--- config.mk ---
export PLATFORM = sky130hd
export DESIGN_NAME = raster_packet_rle_decoder_unit
export DESIGN_NICKNAME = d
export VERILOG_FILES = /design/src/rprle_pkg.sv /design/src/rprle_dp.sv /design/src/rprle_ctrl.sv /design/src/raster_packet_rle_decoder_unit.sv
export SDC_FILE = /design/constraint.sdc
export NUM_CORES = 1
export LEC_CHECK = 0
export ABC_CLOCK_PERIOD_IN_PS = 3890
export BUFFER_PORTS_ARGS = -buffer_cell sky130_fd_sc_hd__buf_2
export CAP_MARGIN = 40
export CORE_ASPECT_RATIO = 0.9
export CORE_UTILIZATION = 30
export DETAILED_ROUTE_END_ITERATION = 6
export GPL_TIMING_DRIVEN = 1
export MAX_ROUTING_LAYER = met4
export SKIP_CTS_REPAIR_TIMING = 1
export SLEW_MARGIN = 15
export SYNTH_ARGS = -nofsm -noshare
export SYNTH_HDL_FRONTEND = slang
export SYNTH_SLANG_ARGS = --single-unit
export TNS_END_PERCENT = 100
--- constraint.sdc ---
create_clock -name clk -period 3.89 [get_ports clk]
set_input_delay 0 -clock clk [delete_from_list [all_inputs] [get_ports clk]]
set_output_delay 0 -clock clk [all_outputs]
set_load 0.01 [all_outputs]
--- src/rprle_pkg.sv ---
package rprle_pkg;

  localparam int HDR_BYTES = 22;
  localparam logic [4:0] HDR_LAST_POS = 5'(HDR_BYTES - 1);

  localparam logic [15:0] CODE_A = 16'hBA0F;
  localparam logic [15:0] CODE_B = 16'hBA07;

  localparam logic [9:0]  MAX_ROWS_RST      = 10'd464;
  localparam logic [10:0] MAX_ROW_BYTES_RST = 11'd920;

  localparam int CFG_IDX_W  = 2;
  localparam int CFG_DATA_W = 11;
  localparam logic [CFG_IDX_W-1:0] CFG_MAX_ROWS      = 2'd0;
  localparam logic [CFG_IDX_W-1:0] CFG_MAX_ROW_BYTES = 2'd1;

  localparam logic [2:0] KIND_WORD    = 3'd0;
  localparam logic [2:0] KIND_LEVEL   = 3'd1;
  localparam logic [2:0] KIND_ROW_END = 3'd2;
  localparam logic [2:0] KIND_DONE    = 3'd3;
  localparam logic [2:0] KIND_ERROR   = 3'd4;

  localparam logic [2:0] ERR_NONE     = 3'd0;
  localparam logic [2:0] ERR_BAD_CODE = 3'd1;
  localparam logic [2:0] ERR_BAD_ROWS = 3'd2;
  localparam logic [2:0] ERR_BAD_LEN  = 3'd3;
  localparam logic [2:0] ERR_TRUNC    = 3'd4;

  typedef struct packed {
    logic [7:0] data_byte;
    logic       first;
  } in_item_t;

  typedef struct packed {
    logic [2:0]  kind;
    logic [3:0]  word_index;
    logic [21:0] value;
    logic [3:0]  level;
    logic [9:0]  row;
    logic [14:0] bin;
    logic [2:0]  error_code;
    logic        last;
  } out_item_t;

  typedef enum logic [1:0] {
    PH_IDLE,
    PH_HEADER,
    PH_ROWLEN,
    PH_ROWDATA
  } phase_t;

  typedef enum logic [3:0] {
    CMD_NONE,
    CMD_START,
    CMD_HDR,
    CMD_HDR_ERR,
    CMD_LEN,
    CMD_DATA,
    CMD_LEVEL,
    CMD_ROWEND,
    CMD_DONE
  } cmd_op_t;

  typedef struct packed {
    logic    capture;
    cmd_op_t op;
  } dp_cmd_t;

  typedef struct packed {
    logic   first;
    phase_t phase;
    logic   pos_odd;
    logic   hdr_final;
    logic   hdr_err;
    logic   run_zero;
    logic   run_last;
    logic   row_last_byte;
    logic   row_done;
    logic   last_row;
    logic   slot_free;
  } dp_status_t;

endpackage

--- src/rprle_dp.sv ---
module rprle_dp (
  input  logic                            clk,
  input  logic                            rst_n,
  input  rprle_pkg::in_item_t             in_data,
  input  rprle_pkg::dp_cmd_t              cmd,
  output rprle_pkg::dp_status_t           status,
  input  logic                            cfg_valid,
  input  logic [rprle_pkg::CFG_IDX_W-1:0] cfg_index,
  input  logic [rprle_pkg::CFG_DATA_W-1:0] cfg_data,
  output logic                            out_valid,
  input  logic                            out_ready,
  output rprle_pkg::out_item_t            out_data
);
  import rprle_pkg::*;

  logic [7:0]  b_r;
  logic        first_r;
  phase_t      phase_r, phase_nxt;
  logic [4:0]  pos_r, pos_nxt;
  logic [7:0]  wa_r, wa_nxt;
  logic [9:0]  rows_total_r, rows_total_nxt;
  logic [9:0]  row_index_r, row_index_nxt;
  logic [10:0] rbl_r, rbl_nxt;
  logic [14:0] bin_r, bin_nxt;
  logic [21:0] bytes_r, bytes_nxt;
  logic        code_bad_r, code_bad_nxt;
  logic [3:0]  run_r, run_nxt;
  logic [9:0]  max_rows_r;
  logic [10:0] max_row_bytes_r;
  out_item_t   out_r, out_nxt;
  logic        out_valid_r, out_valid_nxt;

  logic [15:0] word;
  logic [3:0]  widx;
  logic        len_bad;
  logic        hdr_err;
  logic [9:0]  row_next;
  logic [21:0] bytes_inc;
  logic        slot_free;
  logic        emit;

  assign word      = {wa_r, b_r};
  assign widx      = pos_r[4:1];
  assign len_bad   = (word < 16'd2) || (word > {5'd0, max_row_bytes_r}) || word[0];
  assign hdr_err   = code_bad_r || (rows_total_r == 10'd0);
  assign row_next  = row_index_r + 10'd1;
  assign bytes_inc = bytes_r + 22'd1;
  assign slot_free = !out_valid_r || out_ready;

  assign status.first         = first_r;
  assign status.phase         = phase_r;
  assign status.pos_odd       = pos_r[0];
  assign status.hdr_final     = (pos_r == HDR_LAST_POS);
  assign status.hdr_err       = hdr_err;
  assign status.run_zero      = (b_r[7:4] == 4'd0);
  assign status.run_last      = (run_r == 4'd1);
  assign status.row_last_byte = (rbl_r == 11'd1);
  assign status.row_done      = (rbl_r == 11'd0);
  assign status.last_row      = (row_next == rows_total_r);
  assign status.slot_free     = slot_free;

  // result built from the current command
  always_comb begin
    emit    = 1'b0;
    out_nxt = '0;
    case (cmd.op)
      CMD_START: begin
        emit               = (phase_r != PH_IDLE);
        out_nxt.kind       = KIND_ERROR;
        out_nxt.value      = bytes_r;
        out_nxt.row        = row_index_r;
        out_nxt.error_code = ERR_TRUNC;
        out_nxt.last       = 1'b1;
      end
      CMD_HDR: begin
        emit               = pos_r[0];
        out_nxt.kind       = KIND_WORD;
        out_nxt.word_index = widx;
        out_nxt.value      = {6'd0, word};
        out_nxt.last       = !((pos_r == HDR_LAST_POS) && hdr_err);
      end
      CMD_HDR_ERR: begin
        emit               = 1'b1;
        out_nxt.kind       = KIND_ERROR;
        out_nxt.value      = bytes_r;
        out_nxt.row        = row_index_r;
        out_nxt.error_code = code_bad_r ? ERR_BAD_CODE : ERR_BAD_ROWS;
        out_nxt.last       = 1'b1;
      end
      CMD_LEN: begin
        emit               = pos_r[0] && len_bad;
        out_nxt.kind       = KIND_ERROR;
        out_nxt.value      = bytes_inc;
        out_nxt.row        = row_index_r;
        out_nxt.error_code = ERR_BAD_LEN;
        out_nxt.last       = 1'b1;
      end
      CMD_LEVEL: begin
        emit          = 1'b1;
        out_nxt.kind  = KIND_LEVEL;
        out_nxt.level = b_r[3:0];
        out_nxt.row   = row_index_r;
        out_nxt.bin   = bin_r;
        out_nxt.last  = (run_r == 4'd1) && (rbl_r != 11'd0);
      end
      CMD_ROWEND: begin
        emit          = 1'b1;
        out_nxt.kind  = KIND_ROW_END;
        out_nxt.value = {7'd0, bin_r};
        out_nxt.row   = row_index_r;
        out_nxt.last  = (row_next != rows_total_r);
      end
      CMD_DONE: begin
        emit          = 1'b1;
        out_nxt.kind  = KIND_DONE;
        out_nxt.value = bytes_r;
        out_nxt.last  = 1'b1;
      end
      default: begin
        emit = 1'b0;
      end
    endcase
  end

  always_comb begin
    phase_nxt      = phase_r;
    pos_nxt        = pos_r;
    wa_nxt         = wa_r;
    rows_total_nxt = rows_total_r;
    row_index_nxt  = row_index_r;
    rbl_nxt        = rbl_r;
    bin_nxt        = bin_r;
    bytes_nxt      = bytes_r;
    code_bad_nxt   = code_bad_r;
    run_nxt        = run_r;
    case (cmd.op)
      CMD_START: begin
        // new packet: first byte is the high half of the code word
        phase_nxt      = PH_HEADER;
        pos_nxt        = 5'd1;
        wa_nxt         = b_r;
        rows_total_nxt = '0;
        row_index_nxt  = '0;
        rbl_nxt        = '0;
        bin_nxt        = '0;
        bytes_nxt      = 22'd1;
        code_bad_nxt   = 1'b0;
      end
      CMD_HDR: begin
        bytes_nxt = bytes_inc;
        if (!pos_r[0]) begin
          wa_nxt  = b_r;
          pos_nxt = pos_r + 5'd1;
        end else begin
          if (widx == 4'd0) begin
            code_bad_nxt = (word != CODE_A) && (word != CODE_B);
          end
          if (widx == 4'd9) begin
            rows_total_nxt = ((word >= 16'd1) && (word <= {6'd0, max_rows_r})) ?
                             word[9:0] : 10'd0;
          end
          if (pos_r == HDR_LAST_POS) begin
            pos_nxt   = '0;
            phase_nxt = hdr_err ? PH_IDLE : PH_ROWLEN;
          end else begin
            pos_nxt = pos_r + 5'd1;
          end
        end
      end
      CMD_LEN: begin
        bytes_nxt = bytes_inc;
        if (!pos_r[0]) begin
          wa_nxt  = b_r;
          pos_nxt = 5'd1;
        end else begin
          pos_nxt = '0;
          if (len_bad) begin
            phase_nxt = PH_IDLE;
          end else begin
            rbl_nxt   = word[10:0];
            bin_nxt   = '0;
            phase_nxt = PH_ROWDATA;
          end
        end
      end
      CMD_DATA: begin
        bytes_nxt = bytes_inc;
        rbl_nxt   = rbl_r - 11'd1;
        run_nxt   = b_r[7:4];
      end
      CMD_LEVEL: begin
        bin_nxt = bin_r + 15'd1;
        run_nxt = run_r - 4'd1;
      end
      CMD_ROWEND: begin
        row_index_nxt = row_next;
        bin_nxt       = '0;
        if (row_next != rows_total_r) begin
          phase_nxt = PH_ROWLEN;
          pos_nxt   = '0;
        end
      end
      CMD_DONE: begin
        phase_nxt = PH_IDLE;
      end
      default: begin
        phase_nxt = phase_r;
      end
    endcase
  end

  always_comb begin
    out_valid_nxt = out_valid_r;
    if (emit) begin
      out_valid_nxt = 1'b1;
    end else if (out_ready) begin
      out_valid_nxt = 1'b0;
    end
  end

  always_ff @(posedge clk) begin
    if (!rst_n) begin
      phase_r         <= PH_IDLE;
      out_valid_r     <= 1'b0;
      max_rows_r      <= MAX_ROWS_RST;
      max_row_bytes_r <= MAX_ROW_BYTES_RST;
    end else begin
      phase_r     <= phase_nxt;
      out_valid_r <= out_valid_nxt;
      if (cfg_valid) begin
        if (cfg_index == CFG_MAX_ROWS) begin
          max_rows_r <= cfg_data[9:0];
        end else if (cfg_index == CFG_MAX_ROW_BYTES) begin
          max_row_bytes_r <= cfg_data;
        end
      end
    end
  end

  always_ff @(posedge clk) begin
    if (cmd.capture) begin
      b_r     <= in_data.data_byte;
      first_r <= in_data.first;
    end
    if (emit) begin
      out_r <= out_nxt;
    end
    pos_r        <= pos_nxt;
    wa_r         <= wa_nxt;
    rows_total_r <= rows_total_nxt;
    row_index_r  <= row_index_nxt;
    rbl_r        <= rbl_nxt;
    bin_r        <= bin_nxt;
    bytes_r      <= bytes_nxt;
    code_bad_r   <= code_bad_nxt;
    run_r        <= run_nxt;
  end

  assign out_valid = out_valid_r;
  assign out_data  = out_r;

endmodule

--- src/rprle_ctrl.sv ---
module rprle_ctrl (
  input  logic                  clk,
  input  logic                  rst_n,
  input  logic                  in_valid,
  output logic                  in_ready,
  input  rprle_pkg::dp_status_t status,
  output rprle_pkg::dp_cmd_t    cmd
);
  import rprle_pkg::*;

  typedef enum logic [2:0] {
    C_IDLE,
    C_DECODE,
    C_HDR_ERR,
    C_LEVEL,
    C_ROWEND,
    C_DONE
  } ctrl_state_t;

  ctrl_state_t state_r, state_nxt;

  assign in_ready = (state_r == C_IDLE);

  always_comb begin
    state_nxt   = state_r;
    cmd.capture = 1'b0;
    cmd.op      = CMD_NONE;
    case (state_r)
      C_IDLE: begin
        if (in_valid) begin
          cmd.capture = 1'b1;
          state_nxt   = C_DECODE;
        end
      end
      C_DECODE: begin
        if (status.slot_free) begin
          state_nxt = C_IDLE;
          if (status.first) begin
            cmd.op = CMD_START;
          end else begin
            case (status.phase)
              PH_HEADER: begin
                cmd.op = CMD_HDR;
                if (status.pos_odd && status.hdr_final && status.hdr_err) begin
                  state_nxt = C_HDR_ERR;
                end
              end
              PH_ROWLEN: begin
                cmd.op = CMD_LEN;
              end
              PH_ROWDATA: begin
                cmd.op = CMD_DATA;
                if (!status.run_zero) begin
                  state_nxt = C_LEVEL;
                end else if (status.row_last_byte) begin
                  state_nxt = C_ROWEND;
                end
              end
              default: begin
                cmd.op = CMD_NONE;
              end
            endcase
          end
        end
      end
      C_HDR_ERR: begin
        if (status.slot_free) begin
          cmd.op    = CMD_HDR_ERR;
          state_nxt = C_IDLE;
        end
      end
      C_LEVEL: begin
        if (status.slot_free) begin
          cmd.op = CMD_LEVEL;
          if (status.run_last) begin
            state_nxt = status.row_done ? C_ROWEND : C_IDLE;
          end
        end
      end
      C_ROWEND: begin
        if (status.slot_free) begin
          cmd.op    = CMD_ROWEND;
          state_nxt = status.last_row ? C_DONE : C_IDLE;
        end
      end
      C_DONE: begin
        if (status.slot_free) begin
          cmd.op    = CMD_DONE;
          state_nxt = C_IDLE;
        end
      end
      default: begin
        state_nxt = C_IDLE;
      end
    endcase
  end

  always_ff @(posedge clk) begin
    if (!rst_n) begin
      state_r <= C_IDLE;
    end else begin
      state_r <= state_nxt;
    end
  end

endmodule

--- src/raster_packet_rle_decoder_unit.sv ---
// channel  | signals                               | direction
// ---------+---------------------------------------+----------
// in       | in_valid, in_ready, in_data           | in
// out      | out_valid, out_ready, out_data        | out
// cfg      | cfg_valid, cfg_ready, cfg_index/data  | in
//
// one byte at a time: the byte is taken, then decoded, then one more step follows for each
// level, row end, packet done or header error it produces; the controller sequencer
// emits one result per cycle into the output register while that register has room.
// a full output register holds the sequencer; the next byte is taken once
// the last result of the current one is in the output register.
// reset clears the controller, the packet phase and the output valid, and loads the
// limit registers (464 rows, 920 bytes per row); cfg writes are always taken.
module raster_packet_rle_decoder_unit (
  input  logic                             clk,
  input  logic                             rst_n,
  input  logic                             in_valid,
  output logic                             in_ready,
  input  rprle_pkg::in_item_t              in_data,
  output logic                             out_valid,
  input  logic                             out_ready,
  output rprle_pkg::out_item_t             out_data,
  input  logic                             cfg_valid,
  output logic                             cfg_ready,
  input  logic [rprle_pkg::CFG_IDX_W-1:0]  cfg_index,
  input  logic [rprle_pkg::CFG_DATA_W-1:0] cfg_data
);
  import rprle_pkg::*;

  dp_cmd_t    cmd;
  dp_status_t status;

  assign cfg_ready = 1'b1;

  rprle_ctrl u_ctrl (
    .clk      (clk),
    .rst_n    (rst_n),
    .in_valid (in_valid),
    .in_ready (in_ready),
    .status   (status),
    .cmd      (cmd)
  );

  rprle_dp u_dp (
    .clk       (clk),
    .rst_n     (rst_n),
    .in_data   (in_data),
    .cmd       (cmd),
    .status    (status),
    .cfg_valid (cfg_valid),
    .cfg_index (cfg_index),
    .cfg_data  (cfg_data),
    .out_valid (out_valid),
    .out_ready (out_ready),
    .out_data  (out_data)
  );

`ifndef SYNTHESIS
  a_one_item_at_a_time: assert property (@(posedge clk) disable iff (!rst_n)
    (in_valid && in_ready) |=> !in_ready)
    else $error("new item taken while the previous one is being decoded");

  a_no_overwrite: assert property (@(posedge clk) disable iff (!rst_n)
    (cmd.op != CMD_NONE) |-> status.slot_free)
    else $error("command issued while the output register is stalled");

  a_done_is_last: assert property (@(posedge clk) disable iff (!rst_n)
    (out_valid && out_data.kind == KIND_DONE) |-> out_data.last)
    else $error("packet done not marked last");

  a_error_has_code: assert property (@(posedge clk) disable iff (!rst_n)
    (out_valid && out_data.kind == KIND_ERROR) |->
      (out_data.error_code != ERR_NONE && out_data.last))
    else $error("error item without code or last");
`endif

endmodule
Word-level counts from Yosys, hierarchy flattened
Cells that the tools add are included.
{"block": "word_totals", "reg_bits": 184, "out_inout_bits": 65, "wordCells": 186}
{"block": "op_classes", "addsub": 6, "magnitude_cmp": 4, "n_eq_ne": 39, "mux": 62, "bitwise": 1, "n_reduce_logical": 50}
{"cell": "22-bit one-hot mux with 4 select lines", "count": 1}
{"cell": "15-bit one-hot mux with 3 select lines", "count": 1}
{"cell": "22-bit one-hot mux with 2 select lines", "count": 1}
{"cell": "10-bit one-hot mux with 2 select lines", "count": 2}
{"cell": "3-bit 2-to-1 mux", "count": 13}
{"cell": "11-bit one-hot mux with 3 select lines", "count": 1}
{"cell": "16-bit inequality test (second input constant)", "count": 2}
{"cell": "10-bit 2-to-1 mux", "count": 3}
{"cell": "15-bit 2-to-1 mux", "count": 2}
{"cell": "22-bit by 1-bit adder with 22-bit output (second input constant)", "count": 1}
{"cell": "11-bit 2-to-1 mux", "count": 2}
{"cell": "4-bit one-hot mux with 5 select lines", "count": 1}
{"cell": "5-bit one-hot mux with 4 select lines", "count": 1}
{"cell": "2-bit 2-to-1 mux", "count": 9}
{"cell": "2-bit by 1-bit inequality test with 1-bit output (second input constant)", "count": 9}
{"cell": "3-bit one-hot mux with 3 select lines", "count": 2}
{"cell": "4-bit by 3-bit == test with 1-bit output (second input constant)", "count": 4}
{"cell": "16-bit by 1-bit >= comparator with 1-bit output (second input constant)", "count": 1}
{"cell": "16-bit by 11-bit greater-than comparator with 1-bit output", "count": 1}
{"cell": "16-bit by 10-bit less-or-equal comparator with 1-bit output", "count": 1}
{"cell": "16-bit by 2-bit less-than comparator with 1-bit output (second input constant)", "count": 1}
{"cell": "8-bit one-hot mux with 2 select lines", "count": 1}
{"cell": "15-bit by 1-bit adder with 15-bit output (second input constant)", "count": 1}
{"cell": "5-bit 2-to-1 mux", "count": 3}
{"cell": "other kinds (49)", "count": 98}

Depth between registers and ports, before layout
{"block": "logic_depth", "word_depth": 9, "depth_mapped": 10, "mapped_depth_nobuf": 9}

By module
Synthesis repeated with hierarchy kept, for this count alone.
{"block": "hier_totals", "cells_unflattened": 913, "area_unflattened_um2": 9608.0}
{"module": "rprle_dp", "n_inst": 1, "cells_per_inst": 857, "area_each_um2": 9206.3, "seq_area_each_um2": 5195.0}
{"module": "rprle_ctrl", "n_inst": 1, "cells_per_inst": 54, "area_each_um2": 390.4, "seq_area_each_um2": 60.1}
{"module": "raster_packet_rle_decoder_unit", "n_inst": 1, "cells_per_inst": 2, "area_each_um2": 11.3, "seq_area_each_um2": 0.0}

Worst setup path before layout
OpenSTA, ideal clock, no wires.
{"block": "synth_timing", "path_kind": "reg2reg", "start": "reg u_dp.wa_r[7]", "end": "reg u_dp.out_r, in the netlist u_dp.out_data[0] (enable)", "t_arrival_ns": 2.958, "t_required_ns": 3.212, "setup_slack_ns": 0.254, "stages_incl_launch_ff": 8, "path_buffers": 0, "synth_period_minus_slack_ns": 3.636, "path_cell_list": "edfxtp_1 > or4_1 > a2111oi_2 > o211ai_1 > o21ai_1 > a21oi_1 > o21ai_0 > nand2_1"}
{"block": "synth_between", "elab_chain_len": 5}
{"item": "from (decl)", "line": "rprle_dp.sv:20", "rtl": "logic [7:0] wa_r, wa_nxt;"}
{"item": "from (signal assigned)", "line": "rprle_dp.sv:249", "rtl": "wa_r <= wa_nxt;"}
{"item": "16-bit by 2-bit less-than comparator with 1-bit output / 16-bit by 11-bit greater-than comparator with 1-bit output (equally long branches)", "line": "rprle_dp.sv:44", "rtl": "assign len_bad = (word < 16'd2) || (word > {5'd0, max_row_bytes_r}) || word[0];"}
{"item": "1-bit logical OR * (2 in series)", "line": "rprle_dp.sv:44"}
{"item": "1-bit logical AND *", "line": "rprle_dp.sv:91", "rtl": "emit = pos_r[0] && len_bad;"}
{"item": "1-bit one-hot mux with 4 select lines *", "line": "rprle_dp.sv:66", "rtl": "case (cmd.op)"}
{"item": "net u_dp.emit", "line": "rprle_dp.sv:40", "rtl": "logic emit;"}
{"item": "to (signal assigned)", "line": "rprle_dp.sv:246", "rtl": "out_r <= out_nxt;"}
{"item": "to (decl)", "line": "rprle_dp.sv:30", "rtl": "out_item_t out_r, out_nxt;"}
Mark *: on every way through the listed nets, which the timed path passes. The rest lies on a longest branch.
A chain may end at the register's enable or synchronous reset.

Final worst setup path
{"block": "layout_timing", "start": "reg u_ctrl.state_r[0]", "end": "reg u_dp.out_r, in the netlist u_dp.out_data[58] (enable)"}
{"block": "layout_between", "elab_chain_len": 5}
{"item": "from (decl)", "line": "rprle_ctrl.sv:20", "rtl": "ctrl_state_t state_r, state_nxt;"}
{"item": "from (signal assigned)", "line": "rprle_ctrl.sv:102", "rtl": "state_r <= state_nxt;"}
{"item": "3-bit == test, or another cell as far along", "line": "rprle_ctrl.sv:28", "rtl": "case (state_r)"}
{"item": "4-bit one-hot mux with 5 select lines *", "line": "rprle_ctrl.sv:28"}
{"item": "4-bit by 2-bit == test with 1-bit output, or another cell as far along", "line": "rprle_dp.sv:66"}
{"item": "4-bit OR reduction (no line)"}
{"item": "1-bit one-hot mux with 4 select lines *", "line": "rprle_dp.sv:66"}
{"item": "net u_dp.emit", "line": "rprle_dp.sv:40"}
Marked as above.

==> flow_summary.yaml <==
yosys:
  synth_top_area_cell: "edfxtp_1"
  synth_fa_ha_area_share_pct: 3.94
  synth_compound_area_share_pct: 12.4
  async_reset_ff_share_pct: 0
  synthXorXnorAreaFrac_pct: 5.51
  avgSynthCellArea_um2: 10.7
  yosys.area_share.simple_pct: 18.8
  synth.distinct_cells: 72
  ys_warn_count: 0
  yosysTopAreaCellShare_pct: 49.4
  seq_area_frac_synth_pct: 55.1
  syn-cell-area_um2: 9540
  syn-num-nets: 952
  synth_flop_cell: "edfxtp_1"
  netlist_top_cells_area: "edfxtp_1, dfxtp_1, nand2_1"
  synthCells: 895
  muxShareOfSynthArea_pct: 0.630
  synth_top_family_by_area: "simple AND/OR/NAND/NOR gates"
  synth_seq_cells: 184
  synth_edf_count: 157
floorplan:
  initial_core_util_pct: 30.7
  ios: 92
  die_x_um: 190
  core_area_um2: 31100
  rows: 61
  fp.dieH_um: 171
  fp.dieArea_um2: 32500
sta:
  worst_slack_ns: 0.543
  hold_violations: 0
  tightest_slew_ns: 0.816
  setup_tns_ns: 0
  hold_slack_ns: 0.0608
  finalSetupViolations: 0
  period_needed_ns: 3.35
  slew_headroom_pct: 45.6
  min_period_over_period_pct: 86.1
  finalClockSkew_ns: 0.0111
  clock.fmax_mhz: 299
  rsz0062_at_grt: "no"
  drv_slew: 0
detailed_routing:
  initialDrtViolationCount: 734
  viasPerCell: 5.13
  drt-wirelength-per-cell_um: 17.7
  dr.pass1.iters: 5
  drt_wl_total_um: 25200
  drc: 0
  num_vias: 7315
  drtAntennaViolNets: 0
setup_path:
  setup.worst_path.end_class: "register"
  critical_path_peak_fanout: 54
  worstSetupPathType: "register to register"
  timing.rr.end: "u_dp.out_data[58]$_SDFFCE_PP0P_"
  reg2reg_depth: 6
  start_kind: "register"
  worstPathRequired_ns: 3.96
  r2r_slack_ns: 0.54
  r2r-start: "u_ctrl.state_r[0]$_SDFFE_PN0P_"
  arrival_ns: 3.42
global_route:
  grt_pass1_wl_um: 38700
  grt_pass1_vias: 6739
  track_usage_pct: 16.3
  antenna_found_initial: 0
  grt-ovfl-total: 0
  grt_max_degree: 55
cts:
  path_clk_slew_ns: 0.07
  numClockSinks: 184
  cts_max_level: 4
  clockBufferDepth: 2
  worst_skew_pair.late_latency_ns: 0.44
  cts_made_buffers: 17
  clockRootBuffer: "clkbuf_16"
  cts_tree: "built"
place:
  portBuffers: 90
  dp_slack_ns: 0.616
  dpl.hpwl_um: 17800
  routabilityCongestion: 0.919
  place_area_um2: 10500
layout:
  antennaDiodeCount: 0
  drive_gt1_share_pct: 15.3
  area_growth_pct: 18.9
  finalNetCount: 1061
  layout_commonest_cell: "edfxtp_1"
  fill_cells: 3064
  fin_area_um2: 11300
  mostFrequentLayoutCells: "edfxtp_1, nand2_1, buf_2, nor2_1, o21ai_0"
flow_run:
  maxCapViolCount: 0
hold_path:
  whs_endpoint: "u_dp.max_rows_r[0]$_SDFFE_PN0P_"
  hold_start: "cfg_index[1]"
  hold_path_depth: 5
  min_path_type: "input port to register"
power:
  powerDensity_nw_per_um2: 378
  ir_worst_vdd_mv: 0.300
  leakagePower_nw: 4.14
outcome:
  outcome: "completed"
[report_power, final]
group / switching (W) / internal (W) / leakage [nW]
Combinational: 0.000136 / 0.0000972 / 2.14
Sequential: 0.0000385 / 0.00216 / 1.70
Clock: 0.000771 / 0.00108 / 0.307
Total: 0.000946 / 0.00334 / 4.14
[cell usage after synthesis (all sizes together), types with 14 or more instances]
cell type	number
xor2	28
edfxtp	157
o21ai	55
clkbuf	32
ha	30
inv	38
o211ai	20
and2	40
nor2	69
a21oi	40
dfxtp	27
and3	20
nand3	28
buf	14
nand2	118
xnor2	32
[critical path: stages, from the launching register on]
cell and delay [ns]:
dfxtp_1 0.64, o211ai_1 0.30, a2111oi_2 0.69, and2_1 0.25, o21ai_0 0.14, nand2_2 0.28
buf_4 0.62
[metal layers]
metal	up-vias	routed length (um)	track usage [%]	share of wire, %
met2	298	11000	23.3	44
met4	0	229	3.75	0.91
met1	3520	12100	23.2	48
met5	-	0	-	0
met3	17	1870	3.65	7.4
li1	3480	-	-	-
[worst max path at each step]
stage,cells past startpoint,start,to
final,6,u_ctrl.state_r[0]$_SDFFE_PN0P_,u_dp.out_data[58]$_SDFFCE_PP0P_
after global routing,7,u_ctrl.state_r[0]$_SDFFE_PN0P_,u_dp.out_data[25]$_SDFFCE_PN0P_
after CTS,6,u_ctrl.state_r[0]$_SDFFE_PN0P_,u_dp.out_data[58]$_SDFFCE_PP0P_
after detailed placement,6,u_ctrl.state_r[0]$_SDFFE_PN0P_,u_dp.out_data[24]$_SDFFCE_PN0P_
after global placement,8,u_dp.wa_r[7]$_DFFE_PP_,u_dp.out_data[25]$_SDFFCE_PN0P_
after floorplan,7,u_dp.wa_r[7]$_DFFE_PP_,u_dp.out_data[0]$_DFFE_PP_
[final cells by class]
cell class | count | area (um^2) | share of cell area, %
tap | 409 | 512 | 4.51
multi-input combinational | 627 | 3950 | 34.8
inverter | 38 | 143 | 1.26
clock buffer | 17 | 425 | 3.75
sequential | 184 | 5260 | 46.3
clock inverter | 14 | 198 | 1.74
timing repair buffer | 136 | 858 | 7.57
[kinds of logic after synthesis]
| kind of cell | after synthesis |
|---|---|
| compound gates | 175 |
| xor+xnor | 60 |
| fa+ha+maj | 30 |
| buf+inv | 84 |
| flops | 184 |
| mux | 6 |
| other cells | 1 |
| simple gates | 355 |
[flip-flops by register name (all words and copies together) (netlist names)]
register,count
u_dp.max_row_bytes_r,11
u_dp.rbl_r,11
u_dp.rows_total_r,10
u_dp.bin_r,15
u_dp.run_r,4
u_dp.wa_r,8
u_dp.out_valid,1
u_dp.row_index_r,10
u_dp.max_rows_r,10
u_dp.pos_r,5
u_dp.code_bad_r,1
u_ctrl.state_r,3
u_dp.bytes_r,22
u_dp.out_data,62
u_dp.b_r,8
u_dp.first_r,1
u_dp.phase_r,2
[per-stage QoR]
stage,std cells,total power (W),utilization [%]
5_1_grt,1425,0.00442,36.5
6_report,1425,0.00428,36.5
2_1_floorplan,895,0.00237,-
3_5_place_dp,1369,0.00245,33.7
4_1_cts,1400,0.00430,35.7
3_3_place_gp,1369,0.00245,33.7
Note: power is estimated with default switching activity, not from simulation.
